[src/rtl/core/packet_ingress_stats_fifo_top_defines.svh]
// Assertion macros shared by the packet ingress statistics FIFO.
`ifndef PACKET_INGRESS_STATS_FIFO_TOP_DEFINES_SVH
`define PACKET_INGRESS_STATS_FIFO_TOP_DEFINES_SVH

`ifndef ASSERT_OFF
// Checked on every rising edge of i_clk, ignored while reset is applied.
`define PISF_ASSERT(lbl, prop) \
    lbl: assert property (@(posedge i_clk) disable iff (!i_rst_n) prop) \
        else $error("pisf assertion failed");
// Checked on every rising edge of i_clk, reset included.
`define PISF_ASSERT_ALWAYS(lbl, prop) \
    lbl: assert property (@(posedge i_clk) prop) \
        else $error("pisf assertion failed");
`else
`define PISF_ASSERT(lbl, prop)
`define PISF_ASSERT_ALWAYS(lbl, prop)
`endif

`endif

[src/rtl/core/pisf_ram.sv]
// Generic simple dual-port RAM with registered read data.
module pisf_ram #(
    parameter int W = 8,
    parameter int D = 16
) (
    input  logic                 i_clk,
    input  logic                 i_we,
    input  logic [$clog2(D)-1:0] i_waddr,
    input  logic [W-1:0]         i_wdata,
    input  logic                 i_re,
    input  logic [$clog2(D)-1:0] i_raddr,
    output logic [W-1:0]         o_rdata
);

    logic [W-1:0] r_mem [D];
    logic [W-1:0] r_rdata;

    always_ff @(posedge i_clk) begin
        if (i_we) begin
            r_mem[i_waddr] <= i_wdata;
        end
        if (i_re) begin
            r_rdata <= r_mem[i_raddr];
        end
    end

    assign o_rdata = r_rdata;

endmodule

[config.mk]
export PLATFORM = sky130hd
export DESIGN_NAME = pisf_ram
export DESIGN_NICKNAME = d
export VERILOG_FILES = /design/src/rtl/core/packet_ingress_stats_fifo_top_defines.svh /design/src/rtl/core/pisf_ram.sv
export SDC_FILE = /design/constraint.sdc
export NUM_CORES = 1
export LEC_CHECK = 0
export ABC_AREA = 1
export BUFFER_PORTS_ARGS = -buffer_cell sky130_fd_sc_hd__buf_2
export CAP_MARGIN = 5
export CORE_ASPECT_RATIO = 1.5
export CORE_MARGIN = 5
export CORE_UTILIZATION = 57
export CTS_BUF_LIST = sky130_fd_sc_hd__clkbuf_4
export CTS_CLUSTER_SIZE = 25
export DETAILED_ROUTE_END_ITERATION = 7
export PLACE_DENSITY = 0.78
export SETUP_SLACK_MARGIN = 0.15
export SLEW_MARGIN = 25
export SYNTH_ARGS = -nofsm -noshare
export SYNTH_HDL_FRONTEND = slang
export SYNTH_SLANG_ARGS = --single-unit
[constraint.sdc]
create_clock -name i_clk -period 1 [get_ports i_clk]
set_input_delay 0.05 -clock i_clk [delete_from_list [all_inputs] [get_ports i_clk]]
set_output_delay 0.05 -clock i_clk [all_outputs]
set_load 0.05 [all_outputs]
==> impl_results.md <==
- Synth area leaders: edfxtp_1 (70%), nand2_1 (11%), nand3_1 (8.3%), inv_1 (6.4%), buf_6 (1.2%)
- Setup TNS: -1920 ps
- Placed cell count: 704
- Slowest-stage cell, CP: edfxtp_1
- CTS tree: done
- Delay-heaviest family, CP: flip-flops
- WL final: between 10000 and 15000 microns
- Max rail drop VDD: roughly 1.1 mV
- Max-cap violations: 0
- Outcome: finished, violations left
- Worst path bufs/invs: 1
- Yosys reg bits: 136
- Overall routing resource usage: 23.5%
- Failing checks: negative setup slack
- Initial antenna violation count: 1
- Final Critical Period: 1240 ps
- TritonCTS Sinks: 136
- WL/cell: 18.8 microns
- Multi-input gate area: 1580 sq um
- Data arrival time of the worst path: 1190 ps
- LEAKAGE: 3.09 nW
- Filler cell count: 601
- Register area share after synthesis: between 60% and 70%
- Crit path max fanout: 1
- Area delta synth->final: 22.6%
- Syn nets: 570
- Worst path max stage delay: about 480 ps
- Number of synthesized flops with an enable pin: 136
- Yosys top cell area share: 69.8%
- RSZ-0062 raised after global routing: true
- Final hold violations: 0
- Post-CTS Setup Inserts: 0
- Dominant cell type by area after synthesis: edfxtp_1
- Area of the core: 10100 sq um
- # nets final: 635
- Final RePlAce weighted congestion: ~0.89
- Finished Layout Cells: 745
- Crit share post-route: 124%
- CP Capture Type: output pin
- Largest net degree at the start of global routing: 46
- Cell Area, Synth: 5850 sq um
- Worst-skew pair later-pin latency: 520 ps
- Avg Inst Size Synth: 10.6 sq um
- Clock Path Buffers: 2
- Detail Placement HPWL: 9010 microns
- First-pass GRT wire length: around 21000 microns
- Main synth FF type: edfxtp_1
- Asr flop ratio synth: 0%
- Type of origin of the critical path: flip-flop
- H-tree depth: 4
- Crit-path cells: buf_6
- Num rows: 45
- Top cells by count, synth: nand2_1 (173), edfxtp_1 (136), inv_1 (100)
- Rel. slew slack: 73.3%
- Number of buffers added on ports: 26
- CTS clk-pin slew, worst paths: roughly 120 ps
- Worst Tran Pin Value: 400 ps
- Final antenna-violating net count: 0
- Fin area: 7170 sq um
- Initial Util: 58.0%
- Fin. max-slew vios: 0
- Worst hold-check path type: primary input to flip-flop
- Via-per-instance ratio: 5.61
- Clk_skew: 17.1 ps
- Top-count cell post-synth: nand2_1
- Die H: 134 microns
- Via count: 4180
- Final setup vio count: 16
- Initial drt markers: 400
- Cell Pwr Density: ~1600 nW/um^2
- WP data required: about 950 ps
- Residual DRC: 0
- Mapped Cells: 551
- Final WS setup: -241 ps
- Fmax: 806 MHz
- Die extent in x: 92.7 microns
- I/O Pins: 27
- Grt ovf: 0
- CTS Buf Count: 17
- Sequential cell area: 4080 sq um
- Yosys warns: 0
- Unique cell type count in the Yosys netlist: 11
- 1st-pass router iterations: 5
- Root Buffer: clkbuf_4
- Die area: 12400 sq um
- Worst setup path class: flip-flop to output pin
- Area post-placement: about 6300 sq um
- Number of global-route vias before repair: 4168
- Fraction of layout cells with a size suffix above 1: 27.6%
==> sequential cells by signal, summed over array words and instances (netlist names) <==
register / cells
r_mem: 128
o_rdata: 8
==> power by group <==
part	internal (mW)	leakage (nW)	switching, mW
clock network	2.20	0.171	1.89
registers	6.41	1.24	0.0459
logic	0.391	1.69	0.750
total	9.00	3.09	2.69
==> area by class of cell <==
cell class	count	share of cell area [%]
flip-flops and latches	136	57.0
multi-input cells	289	22.1
repair buffers	70	8.87
inverters	102	5.34
clock inverters	13	2.86
well taps	117	2.04
clock buffers	17	1.78
diodes	1	0.0349
==> metal layers <==
metal / global-route usage (%) / vias to the layer above / part of all wire, %
li1: - / 1913 / -
met1: 25.7 / 1981 / 35
met2: 40.5 / 227 / 52
met3: 5.61 / 59 / 6.5
met4: 15.4 / 0 / 6.6
met5: 0 / - / 0
==> layout by cell type, fill, tap and decap left out, types with 6 or more instances in the layout <==
cell type	instances
buf_2	18
nor2_2	8
nand3_2	60
nor2_1	8
dlygate4sd3_1	10
clkbuf_4	17
inv_1	96
nand2_1	166
nand2_2	7
nand3_1	35
inv_2	6
buf_12	8
buf_6	8
edfxtp_1	136
buf_4	26
==> metrics by stage <==
step                hold slack, ps  worst slack [ps]  power, mW  utilization [%]
floorplan                      149              21.0       7.13                -
global placement               429              -184       7.49             62.9
detailed placement             441              -219       7.52             62.9
CTS                           88.2              -293       11.7             69.9
global route                  95.4              -292       12.1             71.1
finish                         131              -241       11.7             71.1
==> cells by family after synthesis <==
kind of cell / count (synthesis) / share of synthesized area, %
buffers and inverters: 126 / 9.39
DFF: 136 / 69.8
and+or+nand+nor: 289 / 20.8
==> worst reg2reg max path, stage by stage, from the launching register on <==
cell      delay [ps]
edfxtp_1         420
inv_1             90
nand2_1           70
nand3_2           80
nand3_2           90
nand3_2           90
nand2_1           60
==> timing repair <==
item	4_1_cts	5_1_grt
endpoints found under the setup margin	16	16
cloned	0	0
pin swaps	29	24
hold buffers	10	0
gates resized for setup	60	30
hold endpoints to repair	138	0
==> worst paths after layout <==
check / from / to / slack [ps] / depth (start not counted)
setup / recovery: o_rdata[3] / o_rdata[3] / -240 / 1
hold / removal: i_waddr[1] / r_mem[11][1] / 130 / 3
setup reg to reg: r_mem[1][5] / o_rdata[5] / -120 / 6
hold reg to reg: r_mem[6][7] / o_rdata[7] / 780 / 6
(Power assumes the default switching activity.)
