===== src/rtl/core/packet_ingress_stats_fifo_top_defines.svh =====
// Assertion macros shared by the packet ingress statistics FIFO.
`ifndef PACKET_INGRESS_STATS_FIFO_TOP_DEFINES_SVH
`define PACKET_INGRESS_STATS_FIFO_TOP_DEFINES_SVH

`ifndef ASSERT_OFF
// Checked on every rising edge of i_clk, ignored while reset is applied.
`define PISF_ASSERT(lbl, prop) \
    lbl: assert property (@(posedge i_clk) disable iff (!i_rst_n) prop) \
        else $error("pisf assertion failed");
// Checked on every rising edge of i_clk, reset included.
`define PISF_ASSERT_ALWAYS(lbl, prop) \
    lbl: assert property (@(posedge i_clk) prop) \
        else $error("pisf assertion failed");
`else
`define PISF_ASSERT(lbl, prop)
`define PISF_ASSERT_ALWAYS(lbl, prop)
`endif

`endif


===== src/rtl/core/pisf_pkg.sv =====
// Types and constants of the packet ingress statistics FIFO.
package pisf_pkg;

    localparam int CAPACITY  = 1024;
    localparam int NUM_PORTS = 4;
    localparam int NUM_CFG   = 4;

    localparam int RING_AW   = $clog2(CAPACITY);
    localparam int CFG_IDX_W = $clog2(NUM_CFG);
    localparam int CFG_W     = 32;
    localparam int LEVEL_W   = 10;
    localparam int CNT_W     = 64;
    localparam int SEL_W     = 4;

    localparam logic [RING_AW-1:0] OCC_MAX = RING_AW'(CAPACITY - 2);

    typedef enum logic [1:0] {
        CMD_CAPTURE = 2'd0,
        CMD_DEQUEUE = 2'd1,
        CMD_STAT    = 2'd2
    } t_cmd;

    typedef enum logic [2:0] {
        ST_QUEUED  = 3'd0,
        ST_INVALID = 3'd1,
        ST_DROPPED = 3'd2,
        ST_POPPED  = 3'd3,
        ST_IDLE    = 3'd4
    } t_status;

    localparam logic [SEL_W-1:0] SEL_PKTS   = 4'd0;
    localparam logic [SEL_W-1:0] SEL_BYTES  = 4'd1;
    localparam logic [SEL_W-1:0] SEL_DROPS  = 4'd2;
    localparam logic [SEL_W-1:0] SEL_ERRORS = 4'd3;
    localparam int               SEL_PORT_BASE = 4;

    typedef struct packed {
        logic [31:0] src_addr;
        logic [31:0] dst_addr;
        logic [15:0] sport;
        logic [15:0] dport;
        logic [7:0]  proto;
        logic [15:0] length;
        logic [7:0]  flags;
        logic [63:0] stamp;
        logic [31:0] iface;
    } t_desc;

    localparam int DESC_W = $bits(t_desc);

    // Counter update request for one accepted item.
    typedef struct packed {
        logic counted;
        logic invalid;
        logic drop;
    } t_stat_upd;

endpackage


===== src/rtl/core/pisf_stats.sv =====
// Port slot registers, traffic counters and counter read selection.
module pisf_stats (
    input  logic                     i_clk,
    input  logic                     i_rst_n,
    input  logic                     i_cfg_we,
    input  logic [pisf_pkg::CFG_IDX_W-1:0] i_cfg_idx,
    input  logic [pisf_pkg::CFG_W-1:0]     i_cfg_wdata,
    input  pisf_pkg::t_stat_upd      i_upd,
    input  logic [15:0]              i_length,
    input  logic [31:0]              i_iface,
    input  logic [pisf_pkg::SEL_W-1:0]     i_stat_select,
    output logic [pisf_pkg::CNT_W-1:0]     o_stat_value
);
    import pisf_pkg::*;

    logic [31:0]      r_port_id    [NUM_PORTS];
    logic [CNT_W-1:0] r_port_pkts  [NUM_PORTS];
    logic [CNT_W-1:0] r_port_bytes [NUM_PORTS];
    logic [CNT_W-1:0] r_total_pkts;
    logic [CNT_W-1:0] r_total_bytes;
    logic [CNT_W-1:0] r_drop_count;
    logic [CNT_W-1:0] r_error_count;
    logic [NUM_PORTS-1:0] w_hit;
    logic [CNT_W-1:0] w_len_ext;

    assign w_len_ext = CNT_W'(i_length);

    // Only the lowest-numbered slot with a matching nonzero id counts.
    always_comb begin : match_blk
        logic found;
        found = 1'b0;
        w_hit = '0;
        for (int j = 0; j < NUM_PORTS; j++) begin
            if (!found && r_port_id[j] != '0 && r_port_id[j] == i_iface) begin
                w_hit[j] = 1'b1;
                found    = 1'b1;
            end
        end
    end

    always_ff @(posedge i_clk) begin
        if (!i_rst_n) begin
            r_total_pkts  <= '0;
            r_total_bytes <= '0;
            r_drop_count  <= '0;
            r_error_count <= '0;
            for (int j = 0; j < NUM_PORTS; j++) begin
                r_port_id[j]    <= '0;
                r_port_pkts[j]  <= '0;
                r_port_bytes[j] <= '0;
            end
        end else begin
            for (int j = 0; j < NUM_PORTS; j++) begin
                if (i_cfg_we && j < NUM_CFG && int'(i_cfg_idx) == j) begin
                    r_port_id[j] <= i_cfg_wdata;
                end
                if (i_upd.counted && w_hit[j]) begin
                    r_port_pkts[j]  <= r_port_pkts[j] + 1'b1;
                    r_port_bytes[j] <= r_port_bytes[j] + w_len_ext;
                end
            end
            if (i_upd.counted) begin
                r_total_pkts  <= r_total_pkts + 1'b1;
                r_total_bytes <= r_total_bytes + w_len_ext;
            end
            if (i_upd.drop) begin
                r_drop_count <= r_drop_count + 1'b1;
            end
            if (i_upd.invalid) begin
                r_error_count <= r_error_count + 1'b1;
            end
        end
    end

    // Selectors past the last port slot read as zero.
    always_comb begin
        o_stat_value = '0;
        case (i_stat_select)
            SEL_PKTS:   o_stat_value = r_total_pkts;
            SEL_BYTES:  o_stat_value = r_total_bytes;
            SEL_DROPS:  o_stat_value = r_drop_count;
            SEL_ERRORS: o_stat_value = r_error_count;
            default: begin
                for (int j = 0; j < NUM_PORTS; j++) begin
                    if (int'(i_stat_select) == SEL_PORT_BASE + 2 * j) begin
                        o_stat_value = r_port_pkts[j];
                    end
                    if (int'(i_stat_select) == SEL_PORT_BASE + 2 * j + 1) begin
                        o_stat_value = r_port_bytes[j];
                    end
                end
            end
        endcase
    end

endmodule


===== config.mk =====
export PLATFORM = sky130hd
export DESIGN_NAME = pisf_stats
export DESIGN_NICKNAME = d
export VERILOG_FILES = /design/src/rtl/core/packet_ingress_stats_fifo_top_defines.svh /design/src/rtl/core/pisf_pkg.sv /design/src/rtl/core/pisf_stats.sv
export SDC_FILE = /design/constraint.sdc
export NUM_CORES = 2
export LEC_CHECK = 0
export BUFFER_PORTS_ARGS = -buffer_cell sky130_fd_sc_hd__buf_2
export CAP_MARGIN = 5
export CELL_PAD_IN_SITES_DETAIL_PLACEMENT = 1
export CELL_PAD_IN_SITES_GLOBAL_PLACEMENT = 2
export CORE_UTILIZATION = 44
export DETAILED_ROUTE_END_ITERATION = 12
export PLACE_DENSITY_LB_ADDON = 0.2
export SYNTH_ARGS = -nofsm -noshare
export SYNTH_HDL_FRONTEND = slang
export SYNTH_SLANG_ARGS = --single-unit

===== constraint.sdc =====
create_clock -name i_clk -period 27.9 [get_ports i_clk]
set_input_delay 4.185 -clock i_clk [delete_from_list [all_inputs] [get_ports i_clk]]
set_output_delay 4.185 -clock i_clk [all_outputs]
set_load 0.02 [all_outputs]

==> metrics.txt <==
Vias 46801; register area between 20000 and 25000 sq um; Placed Cells ~7000; global-route usage over all layers roughly 35%; crit path time final ~12 ns; accumulated negative setup slack 0 ns; Final ANT Viol Nets 0; Required @ worst endpoint 23.72 ns; CP Launch Type input pin; Worst Path Class, Setup in -> out; first-pass GRT wire length ~310000 um; Setup crit end kind output pin; final net count ~5800; HPWL Detailed 158000 um; clk sinks roughly 900; die height between 300 and 400 um; Final GP Congestion between 0.9 and 1; Residual DRC 0; Port Buf Inserts 155; static leakage 19.6 nW; vias per inst approximately 6.4; setup violators final 0; Hold WC Path Type reg -> reg; Final Hold Vio Count 0; die width approximately 350 um; fraction of layout cells with a size suffix above 1 between 8 and 9%; max cap viols 0; Synth Net Count between 5000 and 6000; Seq/Total Area, Yosys about 46%; pins over their slew limit 0; routed len/inst slightly below 30 um; maximum clock frequency roughly 84 MHz; status completed; warnings from Yosys 0; Yosys top cell by area edfxtp_1; hold_buf cts 0; Post-Synthesis Cells approximately 5500; Multi-input gate area around 27000 sq um; Overflow after GRT 0; die area between 100000 and 150000 sq um; Place WS around 16 ns; total clock buffers created by CTS 109; Total Power roughly 3.3 mW; top-level I/O count 156; CTS Buffer Depth 3; Core Area approximately 120000 sq um; H-tree Lvls 3; Area Overhead vs Synth 12.0%; CTS tree built; library cells used by synthesis 79; vias in the first global route approximately 46000; TritonRoute pass-1 iters 5; Layout Cell Area excl Fill 59100 sq um; Slew Limit Headroom ~12%; largest net degree at the start of global routing a little over 90; critical-path maximum fanout 45; Initial Util between 40% and 50%; Fill cells around 13000; count of state elements after synthesis roughly 900; post-CTS setup buffer count 0; Worst Setup Slack, final 15.99 ns; number of synthesized flops with an enable pin 640; initial antenna violation count 22; Reg2Reg Depth 7; P per Cell Area approximately 56 nW/um^2; ys async rst share 0%; post-CTS sizing 0; worst skew pair latency 0.76 ns; clock slew at reported path FFs ~0.06 ns; ys flop type edfxtp_1; synth top area cells edfxtp_1, dfxtp_1, xor2_1; top cells by count, synth nor2_1, edfxtp_1, xor2_1; share of the synthesized area in the top cell type between 30% and 40%; syn_area_per_cell 9.63 sq um; clk root buf clkbuf_16; RSZ-0062 raised after global routing no; DRT Wirelength roughly 210000 um; Slew @ Worst Pin approximately 1.3 ns; reg2reg setup slack between 20 and 25 ns; DR iter-0 viols around 4800; peak supply drop 0.0508 mV; DP Area around 55000 sq um; synthesized area about 53000 sq um; skew final 0.0404 ns; Final Cycle Share 42.7%; CP arrival a little under 8 ns; WHS Path Cells 2; fin cells around 7300; num rows around 130; most numerous cell in the Yosys netlist nor2_1
-- worst paths after layout --
check                                           end                           start
hold reg to reg      r_error_count[39]$_SDFFE_PN0P_  r_error_count[39]$_SDFFE_PN0P_
setup reg to reg  r_port_bytes[3][39]$_SDFFCE_PN0P_  r_port_id[1][24]$_SDFFCE_PN0P_
hold / removal       r_error_count[39]$_SDFFE_PN0P_  r_error_count[39]$_SDFFE_PN0P_
setup / recovery                   o_stat_value[25]                i_stat_select[0]
-- stage by stage --
step                hold slack (ns)  utilization (%)
floorplan                     0.446                -
global placement              0.467             46.8
detailed placement            0.488             46.8
CTS                           0.496             49.9
global route                  0.525             49.9
finish                        0.494             49.9
-- placed cells by master (no fill, tap or decap), types with 16 or more instances in the layout --
cell	instances
nand3_1	295
or4_1	24
nor2_1	762
clkinv_2	17
o21ai_0	145
clkbuf_1	27
clkbuf_16	114
nand4_1	199
a22oi_1	28
o2111ai_1	17
and2_1	176
nor4_1	93
buf_4	86
buf_2	155
a221oi_1	165
clkbuf_8	20
o31ai_1	16
a22o_1	155
ha_1	87
or3_1	99
dfxtp_1	256
mux2i_1	16
a31oi_1	20
and4_1	83
inv_1	98
and3_1	113
a21o_1	42
a211oi_1	50
o211ai_1	20
a2111oi_0	30
nor3_1	109
nand2b_1	25
a21oi_1	198
edfxtp_1	640
nand2_1	333
xnor2_1	372
xor2_1	373
-- area by class of cell --
| type | instances | share of cell area, % |
|---|---|---|
| Antenna cell | 6 | 0.0254 |
| Tap cell | 1600 | 3.39 |
| Inverter | 99 | 0.642 |
| Timing Repair Buffer | 241 | 2.41 |
| Clock inverter | 46 | 0.699 |
| Multi-Input combinational cell | 4224 | 46.2 |
| Clock buffer | 161 | 5.47 |
| Sequential cell | 896 | 41.2 |
-- worst max-delay path, cell delays in order --
cell and delay, ns:
buf_2 0.51, nand2_1 0.35, nor2_4 0.73, buf_4 0.64, a22oi_1 0.18, nand4_1 0.25
o21ai_0 0.14, a31oi_1 0.46, buf_2 0.26
-- cell families after synthesis --
| family | share of synthesized area (%) |
|---|---|
| AND/OR/NAND/NOR | 23.0 |
| XOR/XNOR | 12.4 |
| AO/OA/AOI/OAI | 12.9 |
| multiplexers | 0.731 |
| adder cells (fa/ha/maj) | 2.25 |
| buffers and inverters | 2.61 |
| flip-flops | 46.2 |
-- registers in the layout, summed over array words and instances, names as in the netlist --
name / flops
r_total_bytes: 64
r_port_pkts: 256
r_drop_count: 64
r_total_pkts: 64
r_port_bytes: 256
r_port_id: 128
r_error_count: 64
-- power breakdown --
part	switching, mW	total [mW]	internal (mW)
Sequential	0.0666	1.54	1.47
Clock	0.622	1.47	0.848
Combinational	0.189	0.280	0.0907
-- routing by layer --
layer / share of wire (%) / global-route usage [%]
met5: 0.029 / 0
met4: 4.2 / 13.7
met3: 8.8 / 6.63
met2: 45 / 54.3
met1: 42 / 46.9
(Power assumes the default switching activity.)
